===== config.mk =====
export PLATFORM = sky130hd
export DESIGN_NAME = bki_ctrl
export DESIGN_NICKNAME = d
export VERILOG_FILES = /design/src/sv/bki_pkg.sv /design/src/sv/bki_ctrl.sv
export SDC_FILE = /design/constraint.sdc
export NUM_CORES = 1
export LEC_CHECK = 0
export BUFFER_PORTS_ARGS = -buffer_cell sky130_fd_sc_hd__buf_2
export CAP_MARGIN = 20
export CORE_AREA = 10 10 47 49
export CTS_BUF_LIST = sky130_fd_sc_hd__clkbuf_4 sky130_fd_sc_hd__clkbuf_8
export DETAILED_ROUTE_END_ITERATION = 16
export DIE_AREA = 0 0 57 59
export RECOVER_POWER = 50
export SKIP_LAST_GASP = 1
export SYNTH_ARGS = -nofsm -noshare
export SYNTH_HDL_FRONTEND = slang
export SYNTH_SLANG_ARGS = --single-unit

===== constraint.sdc =====
create_clock -name clk_i -period 3.8 [get_ports clk_i]
set_clock_uncertainty 0.1 [all_clocks]
set_input_delay 0.38 -clock clk_i [delete_from_list [all_inputs] [get_ports clk_i]]
set_output_delay 0.38 -clock clk_i [all_outputs]
set_load 0.01 [all_outputs]

===== src/sv/bki_pkg.sv =====
`default_nettype none
package bki_pkg;

  // Field widths
  localparam int unsigned ANGLE_W = 18;
  localparam int unsigned SPEED_W = 24;
  localparam int unsigned POS_W   = 32;
  localparam int unsigned HEAD_W  = 16;
  localparam int unsigned STEP_W  = 16;
  localparam int unsigned INVWB_W = 24;
  localparam int unsigned CFG_IDX_W  = 2;
  localparam int unsigned CFG_DATA_W = 24;

  // Parameter defaults
  localparam int unsigned CORDIC_ITERATIONS_DEF = 16;
  localparam int unsigned PHASE_BITS_DEF        = 32;

  // Register indexes
  localparam logic [CFG_IDX_W-1:0] REG_STEP_TIME     = 2'd0;
  localparam logic [CFG_IDX_W-1:0] REG_INV_WHEELBASE = 2'd1;

  localparam logic [STEP_W-1:0]  STEP_TIME_RST = 16'd6554;
  localparam logic [INVWB_W-1:0] INV_WB_RST    = 24'd65536;

  // Iteration counter covers the divider (56 quotient bits) and the CORDIC
  localparam int unsigned DIV_STEPS = 56;
  localparam int unsigned CNT_W     = 6;

  typedef struct packed {
    logic signed [ANGLE_W-1:0] steer_angle;
    logic signed [SPEED_W-1:0] speed_in;
  } in_word_t;

  typedef struct packed {
    logic signed [POS_W-1:0]   pos_x;
    logic signed [POS_W-1:0]   pos_y;
    logic        [HEAD_W-1:0]  heading_out;
    logic signed [SPEED_W-1:0] speed_out;
    logic                      pos_saturated;
  } out_word_t;

  typedef enum logic [4:0] {
    OP_IDLE,
    OP_LOAD,
    OP_MUL_DS,
    OP_RND_DS,
    OP_CRD_STEP,
    OP_DIV_INIT,
    OP_DIV_STEP,
    OP_MUL_K,
    OP_RND_K,
    OP_MUL_DR,
    OP_RND_DR,
    OP_MUL_PLO,
    OP_MUL_PHI,
    OP_PHASE,
    OP_MUL_Z,
    OP_RND_Z,
    OP_MUL_DX,
    OP_RND_DX,
    OP_MUL_DY,
    OP_RND_DY,
    OP_OUT
  } op_e;

  typedef enum logic [4:0] {
    S_IDLE,
    S_DS_MUL,
    S_DS_RND,
    S_CS_RUN,
    S_DIV_INIT,
    S_DIV_RUN,
    S_K_MUL,
    S_K_RND,
    S_DR_MUL,
    S_DR_RND,
    S_PLO,
    S_PHI,
    S_PHASE,
    S_Z_MUL,
    S_Z_RND,
    S_CH_RUN,
    S_DX_MUL,
    S_DX_RND,
    S_DY_MUL,
    S_DY_RND,
    S_OUT
  } state_e;

  typedef struct packed {
    op_e op;
  } cmd_t;

  typedef struct packed {
    logic crd_last;
    logic div_last;
  } sts_t;

  // Arithmetic constants
  localparam logic signed [ANGLE_W-1:0] STEER_LIMIT = 18'sd98304;
  localparam logic signed [33:0] INV_GAIN_Q30 = 34'sd652032874;
  localparam logic [31:0] HALF_PI_Q30   = 32'd1686629713;
  localparam logic [31:0] INV_2PI_Q32   = 32'd683565276;
  localparam logic [31:0] COS_FLOOR     = 32'd1048576;
  localparam logic [55:0] TAN_LIMIT     = 56'd268435456;

  localparam logic [30:0] ATAN_Q30 [32] = '{
    31'd843314856, 31'd497837829, 31'd263043836, 31'd133525158, 31'd67021686,
    31'd33543515, 31'd16775850, 31'd8388437, 31'd4194282, 31'd2097149,
    31'd1048575, 31'd524287, 31'd262143, 31'd131071, 31'd65535, 31'd32767,
    31'd16383, 31'd8191, 31'd4095, 31'd2047, 31'd1023, 31'd511, 31'd255,
    31'd127, 31'd63, 31'd31, 31'd15, 31'd8, 31'd4, 31'd2, 31'd1, 31'd0
  };

endpackage
`default_nettype wire


===== src/sv/bki_ctrl.sv =====
`default_nettype none
module bki_ctrl import bki_pkg::*; (
  input  wire logic clk_i,
  input  wire logic rst_ni,
  input  wire logic in_valid_i,
  output logic      in_stall_o,
  output logic      out_valid_o,
  input  wire logic out_stall_i,
  input  wire sts_t sts_i,
  output cmd_t      cmd_o
);

  state_e state_q, state_d;
  logic   out_valid_q, out_valid_d;

  always_ff @(posedge clk_i or negedge rst_ni) begin
    if (!rst_ni) begin
      state_q     <= S_IDLE;
      out_valid_q <= 1'b0;
    end else begin
      state_q     <= state_d;
      out_valid_q <= out_valid_d;
    end
  end

  always_comb begin
    state_d     = state_q;
    cmd_o.op    = OP_IDLE;
    out_valid_d = out_valid_q && out_stall_i;
    unique case (state_q)
      S_IDLE: begin
        if (in_valid_i) begin
          cmd_o.op = OP_LOAD;
          state_d  = S_DS_MUL;
        end
      end
      S_DS_MUL: begin cmd_o.op = OP_MUL_DS; state_d = S_DS_RND; end
      S_DS_RND: begin cmd_o.op = OP_RND_DS; state_d = S_CS_RUN; end
      S_CS_RUN: begin
        cmd_o.op = OP_CRD_STEP;
        if (sts_i.crd_last) state_d = S_DIV_INIT;
      end
      S_DIV_INIT: begin cmd_o.op = OP_DIV_INIT; state_d = S_DIV_RUN; end
      S_DIV_RUN: begin
        cmd_o.op = OP_DIV_STEP;
        if (sts_i.div_last) state_d = S_K_MUL;
      end
      S_K_MUL:  begin cmd_o.op = OP_MUL_K;   state_d = S_K_RND;  end
      S_K_RND:  begin cmd_o.op = OP_RND_K;   state_d = S_DR_MUL; end
      S_DR_MUL: begin cmd_o.op = OP_MUL_DR;  state_d = S_DR_RND; end
      S_DR_RND: begin cmd_o.op = OP_RND_DR;  state_d = S_PLO;    end
      S_PLO:    begin cmd_o.op = OP_MUL_PLO; state_d = S_PHI;    end
      S_PHI:    begin cmd_o.op = OP_MUL_PHI; state_d = S_PHASE;  end
      S_PHASE:  begin cmd_o.op = OP_PHASE;   state_d = S_Z_MUL;  end
      S_Z_MUL:  begin cmd_o.op = OP_MUL_Z;   state_d = S_Z_RND;  end
      S_Z_RND:  begin cmd_o.op = OP_RND_Z;   state_d = S_CH_RUN; end
      S_CH_RUN: begin
        cmd_o.op = OP_CRD_STEP;
        if (sts_i.crd_last) state_d = S_DX_MUL;
      end
      S_DX_MUL: begin cmd_o.op = OP_MUL_DX; state_d = S_DX_RND; end
      S_DX_RND: begin cmd_o.op = OP_RND_DX; state_d = S_DY_MUL; end
      S_DY_MUL: begin cmd_o.op = OP_MUL_DY; state_d = S_DY_RND; end
      S_DY_RND: begin cmd_o.op = OP_RND_DY; state_d = S_OUT;    end
      S_OUT: begin
        if (!out_valid_q || !out_stall_i) begin
          cmd_o.op    = OP_OUT;
          out_valid_d = 1'b1;
          state_d     = S_IDLE;
        end
      end
      default: state_d = S_IDLE;
    endcase
  end

  assign in_stall_o  = (state_q != S_IDLE);
  assign out_valid_o = out_valid_q;

  a_accept_starts: assert property (@(posedge clk_i) disable iff (!rst_ni)
    (state_q == S_IDLE && in_valid_i) |=> state_q == S_DS_MUL)
    else $error("accepted word did not start the step");

  a_result_from_out: assert property (@(posedge clk_i) disable iff (!rst_ni)
    $rose(out_valid_q) |-> $past(state_q) == S_OUT)
    else $error("result raised outside the output state");

  a_cordic_holds: assert property (@(posedge clk_i) disable iff (!rst_ni)
    (state_q == S_CS_RUN && !sts_i.crd_last) |=> state_q == S_CS_RUN)
    else $error("steering CORDIC left early");

  a_div_exit: assert property (@(posedge clk_i) disable iff (!rst_ni)
    (state_q == S_DIV_RUN && sts_i.div_last) |=> state_q == S_K_MUL)
    else $error("divider did not hand over to curvature multiply");

endmodule
`default_nettype wire


==> results of run 1 <==
-- registers in the layout, indices dropped and copies added, names as in the netlist --
name / cells
out_valid_o: 1
state_q: 5
-- logic make-up after synthesis --
family	share of synthesized area [%]
xor+xnor	6.55
buf+inv	11.2
flops	29.1
simple gates	32.8
compound gates	20.4
-- final timing paths --
path / endpoint / slack, ns / cells past startpoint
hold / removal: out_valid_o / 0.29 / 3
setup / recovery: cmd_o[4] / 1.56 / 4
setup reg to reg: state_q[1] / 2.05 / 4
min in group asynchronous: state_q[3] / 0.43 / 2
max in group asynchronous: out_valid_o / 2.94 / 2
hold reg to reg: out_valid_o / 0.43 / 2
-- timing repair --
action,4_1_cts,5_1_grt
hold buffers,1,0
hold endpoints to repair,6,0
endpoints found under the setup margin,0,0
-- metrics by stage --
stage	setup WS [ns]	area, µm²	instances	total power, mW
6_report	1.56	561	87	0.490
4_1_cts	1.63	578	87	0.511
2_1_floorplan	2.21	515	60	0.413
5_1_grt	1.39	561	87	0.541
3_5_place_dp	1.88	546	83	0.451
3_3_place_gp	1.93	546	83	0.453
-- cell type report --
| type | instances | area (µm²) | share of cell area (%) |
|---|---|---|---|
| inverter | 2 | 7.51 | 1.34 |
| sequential | 6 | 150 | 26.8 |
| clock buffer | 3 | 22.5 | 4.02 |
| tap | 16 | 20.0 | 3.57 |
| timing repair buffer | 13 | 67.6 | 12.1 |
| multi-input combinational | 47 | 293 | 52.2 |
-- power breakdown --
part	internal, mW	total, mW	switching (mW)
Combinational	0.131	0.261	0.131
Sequential	0.0904	0.172	0.0812
Clock	0.0356	0.0569	0.0213
-- layer usage --
layer	vias to the layer above	share of wire, %
li1	241	-
met4	0	2.4
met3	2	3.5
met2	9	50
met5	-	0
met1	209	43
-- placed cells by master (no fill, tap or decap), types with 2 or more instances in the layout --
master      n
a21oi_1     2
buf_2      10
clkbuf_1    2
clkbuf_4    3
dfrtp_1     6
inv_1       2
nand2_1     9
nand3_1     3
nor2_1      5
nor3_1      3
o2111ai_1   2
o21ai_0     4
o21ai_1     3
xnor2_1     2
-- critical path, delay by kind of cell, from the launching register on --
family / cells / cell delay, ns
buffers and inverters: 1 / 0.16
and+or+nand+nor: 2 / 0.61
DFF: 1 / 0.56
AOI/OAI and AO/OA: 1 / 0.19
==> flow_summary.json, run 1 <==
{
  "timing.rr.start": "state_q[2]",
  "hpwlAfterDp_um": 904,
  "worstPathCellList": "nor4b_1 > nand2_1 > o21bai_1 > buf_2",
  "routed_wl_mm": 1.14,
  "hold_ws_ns": 0.286,
  "core-area_um2": 1400,
  "status": "complete, no violations",
  "grt_max_degree": 14,
  "crit_fanout": 10,
  "grt_use_total_pct": 7.10,
  "slowest_stage": "dfrtp_1",
  "synth-edff-count": 0,
  "areaGrowthSynthToFinish_pct": 8.74,
  "die_h_um": 59,
  "grt_busiest_layer": "met2",
  "postCtsSetupBuffers": 0,
  "worstMarginPinSlew_ns": 0.473,
  "grt_overflow": 0,
  "ant_nets": 0,
  "p_per_area_nw_per_um2": 874,
  "synthArstFlopShare_pct": 100,
  "start_kind": "flip-flop",
  "grt_pass1_wl_mm": 1.86,
  "fin_tns_setup_ns": 0,
  "synthesis.nets": 66,
  "seq_area_frac_synth_pct": 29.1,
  "crit_type": "reg2out",
  "synth_cell_type_count": 29,
  "hp-class": "in2reg",
  "slew_headroom_pct": 68.0,
  "cts.sinks": 6,
  "rows": 14,
  "maxCapViolations": 0,
  "grt_pass1_vias": 456,
  "end_kind": "output port",
  "num_vias": 461,
  "grt_use_met1_pct": 6.44,
  "fin_util_pct": 40.0,
  "path_clk_slew_ns": 0.04,
  "setup_violations": 0,
  "avgSynthCellArea_um2": 8.59,
  "clock_path_buffers": 2,
  "gp_congestion": 0.813,
  "syn_area_um2": 515,
  "cts-resized-gates": 0,
  "nFillCells": 170,
  "slew_viol_final": 0,
  "worstPathArrival_ns": 1.76,
  "clock_latency_ns": 0.24,
  "via_per_inst": 5.30,
  "drcViolationCount": 0,
  "yosysTopAreaCell": "dfrtp_1",
  "ys_seq_elements": 6,
  "min_period_ns": 2.24,
  "die_w_um": 57,
  "fin_crit_sh_pct": 59.1,
  "syn_inst": 60,
  "rsz0062_at_grt": "false",
  "synthTopCellsByCount": "nand2_1 (9), dfrtp_1 (6), nor2_1 (5)",
  "required_ns": 3.32,
  "hp-start": "out_stall_i",
  "yosysMostFrequentCell": "nand2_1",
  "synth_top_area_share_pct": 29.1,
  "diodes": 0,
  "drt_iter0_drc": 1,
  "post_drt_wl_per_cell_um": 13.1,
  "antenna_found_initial": 0,
  "grt_use_met2_pct": 12.1,
  "critical-path-max-stage-delay_ns": 0.56,
  "peakVddDrop_mv": 0.430,
  "synth_ff_type": "dfrtp_1",
  "synth_top_cells_by_area": "dfrtp_1 (29%), nand2_1 (6.6%), nor4b_4 (4.6%)",
  "root_buffer": "clkbuf_4",
  "cts_buffers": 3,
  "pin_count": 13,
  "final_nets": 79,
  "worstSetupStartpoint": "state_q[2]",
  "met3_usage_pct": 3.00,
  "h-tree-depth": 1,
  "yosys_warnings": 0,
  "drive_gt1_share_pct": 23.9,
  "cts_tree": "done",
  "p_leak_nw": 0.252,
  "drt_pass1_iterations": 4,
  "hold_viol": 0,
  "die_area_um2": 3360,
  "io_buffers": 12,
  "start_util_pct": 36.8,
  "max_freq_mhz": 446
}
No activity file was read; power rests on OpenSTA's default activity.
==> run 2, diff against run 1 <==
Settings changed: ABC_AREA from default to 1, CORE_AREA 10 10 47 49 to default, CORE_MARGIN from default to 10, CORE_UTILIZATION from default to 40, DIE_AREA 0 0 57 59 to default.
Clock period 3.8 ns to 2 ns, I/O delays scaled along.
==> run 2 against run 1 <==
  * Critical path depth up 3
  * First-iteration DRC count rose to 51 times the previous value
  * Cell area increased by 24%
  * Wire length increased by 45%
  * Final cell count rose by 47%
  * Sequential share of layout area fell by 5.2 points
  * Power rose by 130%
  * Clock power rose by 100%
  * Core utilization rose by 12 points
  * Via count grew 51%
  * Area after synthesis is 15% higher
  * Largest power group unchanged
==> flow_summary.json, run 2 <==
{
  "cts.sinks": 6,
  "synth-edff-count": 0,
  "met3_usage_pct": 4.29,
  "cts_tree": "done",
  "synth_cell_type_count": 20,
  "p_per_area_nw_per_um2": 1590,
  "num_vias": 698,
  "hp-class": "in2reg",
  "synth_ff_type": "dfrtp_1",
  "grt_overflow": 0,
  "switchingPower_mw": 0.602,
  "crit_fanout": 10,
  "syn_inst": 97,
  "start_util_pct": 43.7,
  "peakVddDrop_mv": 0.598,
  "hold_viol": 0,
  "finish.instance_area_um2": 696,
  "pin_count": 13,
  "yosysTopAreaCell": "dfrtp_1",
  "ys_seq_elements": 6,
  "seq_area_frac_synth_pct": 25.4,
  "slew_viol_final": 0,
  "synthesis.nets": 103,
  "slowest_stage": "dfrtp_1",
  "fin_util_pct": 51.5,
  "areaGrowthSynthToFinish_pct": 17.8,
  "worstPathCellList": "nor2_2 > inv_2 > nor2_2 > nand2_1 > nand2_1 > nand3b_1 > buf_2",
  "grt_use_met1_pct": 12.0,
  "cts_hold_buffers": 1,
  "yosys_warnings": 0,
  "drt_iter0_drc": 51,
  "seq_area_um2": 150,
  "clock_path_buffers": 2,
  "grt_use_met2_pct": 15.8,
  "postCtsSetupBuffers": 0,
  "fin_tns_setup_ns": 0,
  "multi_input_area_um2": 373,
  "rows": 13,
  "ant_nets": 0,
  "h-tree-depth": 1,
  "final_nets": 121,
  "required_ns": 1.70,
  "via_per_inst": 5.45,
  "p_leak_nw": 0.397,
  "status": "complete, no violations",
  "crit_type": "reg2out",
  "root_buffer": "clkbuf_4",
  "end_kind": "output port",
  "min_period_ns": 1.83,
  "grt_max_degree": 11,
  "grt_busiest_layer": "met2",
  "die_h_um": 58.4,
  "synth_top_area_share_pct": 25.4,
  "antenna_found_initial": 0,
  "diodes": 0,
  "core-area_um2": 1350,
  "worstPathArrival_ns": 1.53,
  "maxCapViolations": 0,
  "p_int_mw": 0.503,
  "slew_headroom_pct": 75.9,
  "placed_area_um2": 666,
  "nFillCells": 143,
  "yosysMostFrequentCell": "nand2_1",
  "r2r-end": "state_q[0]",
  "worstSetupStartpoint": "state_q[0]",
  "synthTopCellsByCount": "nand2_1 (23), nor2_1 (13), inv_1 (9), nand3_1 (9), o21ai_0 (7)",
  "grt_pass1_wl_mm": 2.90,
  "avgSynthCellArea_um2": 6.09,
  "worstMarginPinSlew_ns": 0.362,
  "syn_area_um2": 591,
  "die_w_um": 58.4,
  "cts-resized-gates": 0,
  "fin_crit_sh_pct": 91.7,
  "mostFrequentLayoutCell": "nand2_1",
  "cts_buffers": 3,
  "rsz0062_at_grt": "false",
  "holdPathStages": 2,
  "pwr-share-clk_pct": 10.3,
  "path_clk_slew_ns": 0.05,
  "setup_violations": 0,
  "post_drt_wl_per_cell_um": 12.9,
  "timing.rr.start": "state_q[0]",
  "synthArstFlopShare_pct": 100,
  "mostFrequentLayoutCells": "nand2_1 (23), nor2_1 (13), buf_2 (10)",
  "clock_latency_ns": 0.25,
  "critical-path-max-stage-delay_ns": 0.49,
  "rr_worst_depth": 8,
  "gp_congestion": 0.915,
  "largest_reg_flops": 5,
  "pwr-share-comb_pct": 66.7,
  "pwr-share-seq_pct": 23.0,
  "drt_pass1_iterations": 4,
  "io_buffers": 12,
  "synth_top_cells_by_area": "dfrtp_1 (25%), nand2_1 (15%), nor2_1 (8.3%)",
  "grt_pass1_vias": 692,
  "hpwlAfterDp_mm": 1.32,
  "top_register": "state_q",
  "regToRegSetupSlack_ns": 0.54,
  "drcViolationCount": 0,
  "grt_use_total_pct": 10.5,
  "endpoint": "cmd_o[2]",
  "routed_wl_mm": 1.65,
  "drive_gt1_share_pct": 26.5,
  "max_freq_mhz": 545,
  "start_kind": "flip-flop",
  "switching_share_pct": 54.5,
  "die_area_um2": 3410
}
==> run 2: metal layers <==
| layer | vias to the layer above | wire length, µm |
|---|---|---|
| met3 | 6 | 165 |
| met1 | 307 | 687 |
| met4 | 0 | 55 |
| met5 | - | 0 |
| li1 | 347 | - |
| met2 | 38 | 745 |
==> run 2: cell families (layout without fill, tap and decap cells) <==
| group | count (synthesis) | in the layout | synth area share, % |
|---|---|---|---|
| AND/OR/NAND/NOR | 59 | 59 | 48.5 |
| AO/OA/AOI/OAI | 16 | 16 | 14.6 |
| buffers and inverters | 16 | 32 | 11.4 |
| flip-flops | 6 | 6 | 25.4 |
==> run 2: area by class of cell <==
| type | count | share of cell area, % |
|---|---|---|
| Timing Repair Buffer | 14 | 10.8 |
| Multi-Input combinational cell | 75 | 53.6 |
| Tap cell | 15 | 2.70 |
| Clock buffer | 3 | 3.24 |
| Inverter | 15 | 8.09 |
| Sequential cell | 6 | 21.6 |
==> run 2: worst min-delay path by stage <==
| stage | to | from | slack [ns] |
|---|---|---|---|
| floorplan | out_valid_o | rst_ni | -0.20 |
| global placement | state_q[4] | rst_ni | -0.07 |
| detailed placement | state_q[4] | rst_ni | -0.06 |
| CTS | state_q[3] | sts_i[1] | 0.08 |
| global route | out_valid_o | out_stall_i | 0.15 |
| finish | state_q[3] | sts_i[1] | 0.12 |
==> run 2: worst max-delay path: cells and delay by family (launching register included) <==
| kind | cells | cell delay (ns) |
|---|---|---|
| buffers and inverters | 2 | 0.20 |
| DFF | 1 | 0.49 |
| and+or+nand+nor | 5 | 0.58 |
==> run 2: power groups by stage <==
stage / combinational (mW) / sequential [mW] / clock [mW]
after floorplan: 0.575 / 0.217 / 0
after detailed placement: 0.740 / 0.248 / 0
final: 0.737 / 0.254 / 0.114
after CTS: 0.744 / 0.246 / 0.120
after global routing: 0.842 / 0.260 / 0.129
after global placement: 0.746 / 0.249 / 0
==> run 2: stage by stage <==
stage                     setup slack (ns)  cells  hold slack [ns]  power [mW]
final                                0.166    128            0.115        1.11
after global routing                0.0393    128            0.145        1.23
after CTS                            0.173    128           0.0791        1.11
after detailed placement             0.445    124          -0.0632       0.988
after global placement               0.442    124          -0.0697       0.996
after floorplan                      0.659     97           -0.196       0.791
==> run 3, diff against run 2 <==
Settings changed: REMOVE_ABC_BUFFERS from default to 1.
==> run 3 against run 2 <==
  * Hold slack improved by 0.025 ns
  * Final cell count fell by 0.78%
  * Sequential power is 2% higher
  * Wire length is 6.3% lower
  * Combinational power fell by 2%
  * First-iteration DRC count fell by 47%
  * Worst setup slack improved by 0.0013 ns
  * Sequential share of layout area is 0.24 points higher
  * Non-clock buffer count decreased by 1
  * Power decreased by 1.9%
  * Maximum frequency barely moved
  * Clock power decreased by 8%
==> flow_summary.json, run 3 (synthesized netlist as in run 2, its figures left out) <==
{
  "status": "complete, no violations",
  "start_kind": "flip-flop",
  "pin_count": 13,
  "areaGrowthSynthToFinish_pct": 16.5,
  "core-area_um2": 1350,
  "die_w_um": 58.4,
  "hpwlAfterDp_mm": 1.25,
  "routed_wl_mm": 1.55,
  "path_clk_slew_ns": 0.04,
  "final_nets": 120,
  "mostFrequentLayoutCell": "nand2_1",
  "fin_crit_sh_pct": 91.6,
  "p_leak_nw": 0.392,
  "end_kind": "output port",
  "p_per_area_nw_per_um2": 1580,
  "drive_gt1_share_pct": 25.9,
  "grt_overflow": 0,
  "clock_path_buffers": 2,
  "required_ns": 1.70,
  "root_buffer": "clkbuf_4",
  "diodes": 0,
  "rows": 13,
  "clock_latency_ns": 0.24,
  "grt_use_total_pct": 9.53,
  "worstMarginPinSlew_ns": 0.337,
  "slew_viol_final": 0,
  "post_drt_wl_per_cell_um": 12.2,
  "timing.rr.start": "state_q[0]",
  "gp_congestion": 0.851,
  "min_period_ns": 1.83,
  "top_register": "state_q",
  "ant_nets": 0,
  "hp-class": "in2reg",
  "drt_pass1_iterations": 4,
  "setup_violations": 0,
  "max_freq_mhz": 546,
  "nFillCells": 151,
  "drcViolationCount": 0,
  "fin_tns_setup_ns": 0,
  "slew_headroom_pct": 77.2,
  "crit_type": "reg2out",
  "hold_path_end": "out_valid_o",
  "rsz0062_at_grt": "false",
  "maxCapViolations": 0,
  "hold_viol": 0,
  "placed_cells": 123,
  "io_buffers": 12,
  "start_util_pct": 43.7,
  "rr_worst_depth": 8,
  "instances_no_fill": 127,
  "mostFrequentLayoutCells": "nand2_1 (23), nor2_1 (13), buf_2 (10)",
  "largest_reg_flops": 5,
  "h-tree-depth": 1,
  "cts.sinks": 6,
  "cts_tree": "done",
  "die_h_um": 58.4,
  "grt_pass1_wl_mm": 2.65,
  "peakVddDrop_mv": 0.728,
  "antenna_found_initial": 0,
  "hp-start": "out_stall_i",
  "crit_fanout": 10,
  "num_vias": 681,
  "die_area_um2": 3410,
  "worstPathArrival_ns": 1.53,
  "multi_input_area_um2": 373,
  "cts_buffers": 3,
  "r2r-end": "state_q[0]",
  "grt_max_degree": 11,
  "drt_iter0_drc": 27,
  "via_per_inst": 5.36,
  "seq_area_um2": 150,
  "holdPathStages": 3,
  "regToRegSetupSlack_ns": 0.59,
  "grt_pass1_vias": 636
}
## run 3: worst max-delay path, cell delays in order (launching register included)
cell and delay, ns:
dfrtp_1 0.48, nor2_2 0.19, inv_2 0.06, nor2_2 0.14, nand2_1 0.11, nand2_1 0.08, nand3b_1 0.10, buf_2 0.13
## run 3: power breakdown
group          total, mW  switching, mW  internal, mW
combinational      0.720          0.454         0.266
sequential         0.259         0.0936         0.166
clock              0.105         0.0375        0.0674
total               1.08          0.585         0.499
## run 3: worst max-delay path by stage
stage	to	slack (ns)	start
finish	cmd_o[2]	0.17	state_q[0]
CTS	cmd_o[2]	0.18	state_q[0]
detailed placement	cmd_o[2]	0.44	state_q[0]
global route	cmd_o[0]	0.02	state_q[4]
global placement	cmd_o[2]	0.43	state_q[0]
floorplan	cmd_o[2]	0.66	state_q[1]
## run 3: layout make-up
| type | count | share of cell area [%] |
|---|---|---|
| Sequential cell | 6 | 21.8 |
| Multi-Input combinational cell | 75 | 54.2 |
| Clock buffer | 3 | 3.27 |
| Inverter | 15 | 8.18 |
| Timing Repair Buffer | 13 | 9.82 |
| Tap cell | 15 | 2.73 |
## run 3: metrics by stage
stage / total power [mW] / hold slack (ns) / util, % / setup slack [ns] / area, µm²
CTS: 1.09 / 0.112 / 51.2 / 0.184 / 691
global route: 1.21 / 0.159 / 51.0 / 0.0239 / 688
global placement: 0.988 / -0.0695 / 48.7 / 0.434 / 658
finish: 1.08 / 0.140 / 51.0 / 0.168 / 688
detailed placement: 0.981 / -0.0717 / 48.7 / 0.442 / 658
floorplan: 0.767 / -0.196 / - / 0.657 / 579
## run 3: routing by layer
| layer | wire (µm) | share of wire, % | track usage, % |
|---|---|---|---|
| met1 | 681 | 44 | 11.4 |
| met2 | 685 | 44 | 14.1 |
| met3 | 144 | 9.3 | 3.86 |
| met4 | 37 | 2.4 | 5.03 |
| met5 | 0 | 0 | 0 |
## run 3: what timing repair did
action | in CTS | in global routing
hold buffers | 1 | 0
gates resized for setup | 0 | 0
endpoints found under the setup margin | 0 | 0
setup buffers | 0 | 0
hold endpoints to repair | 6 | 0
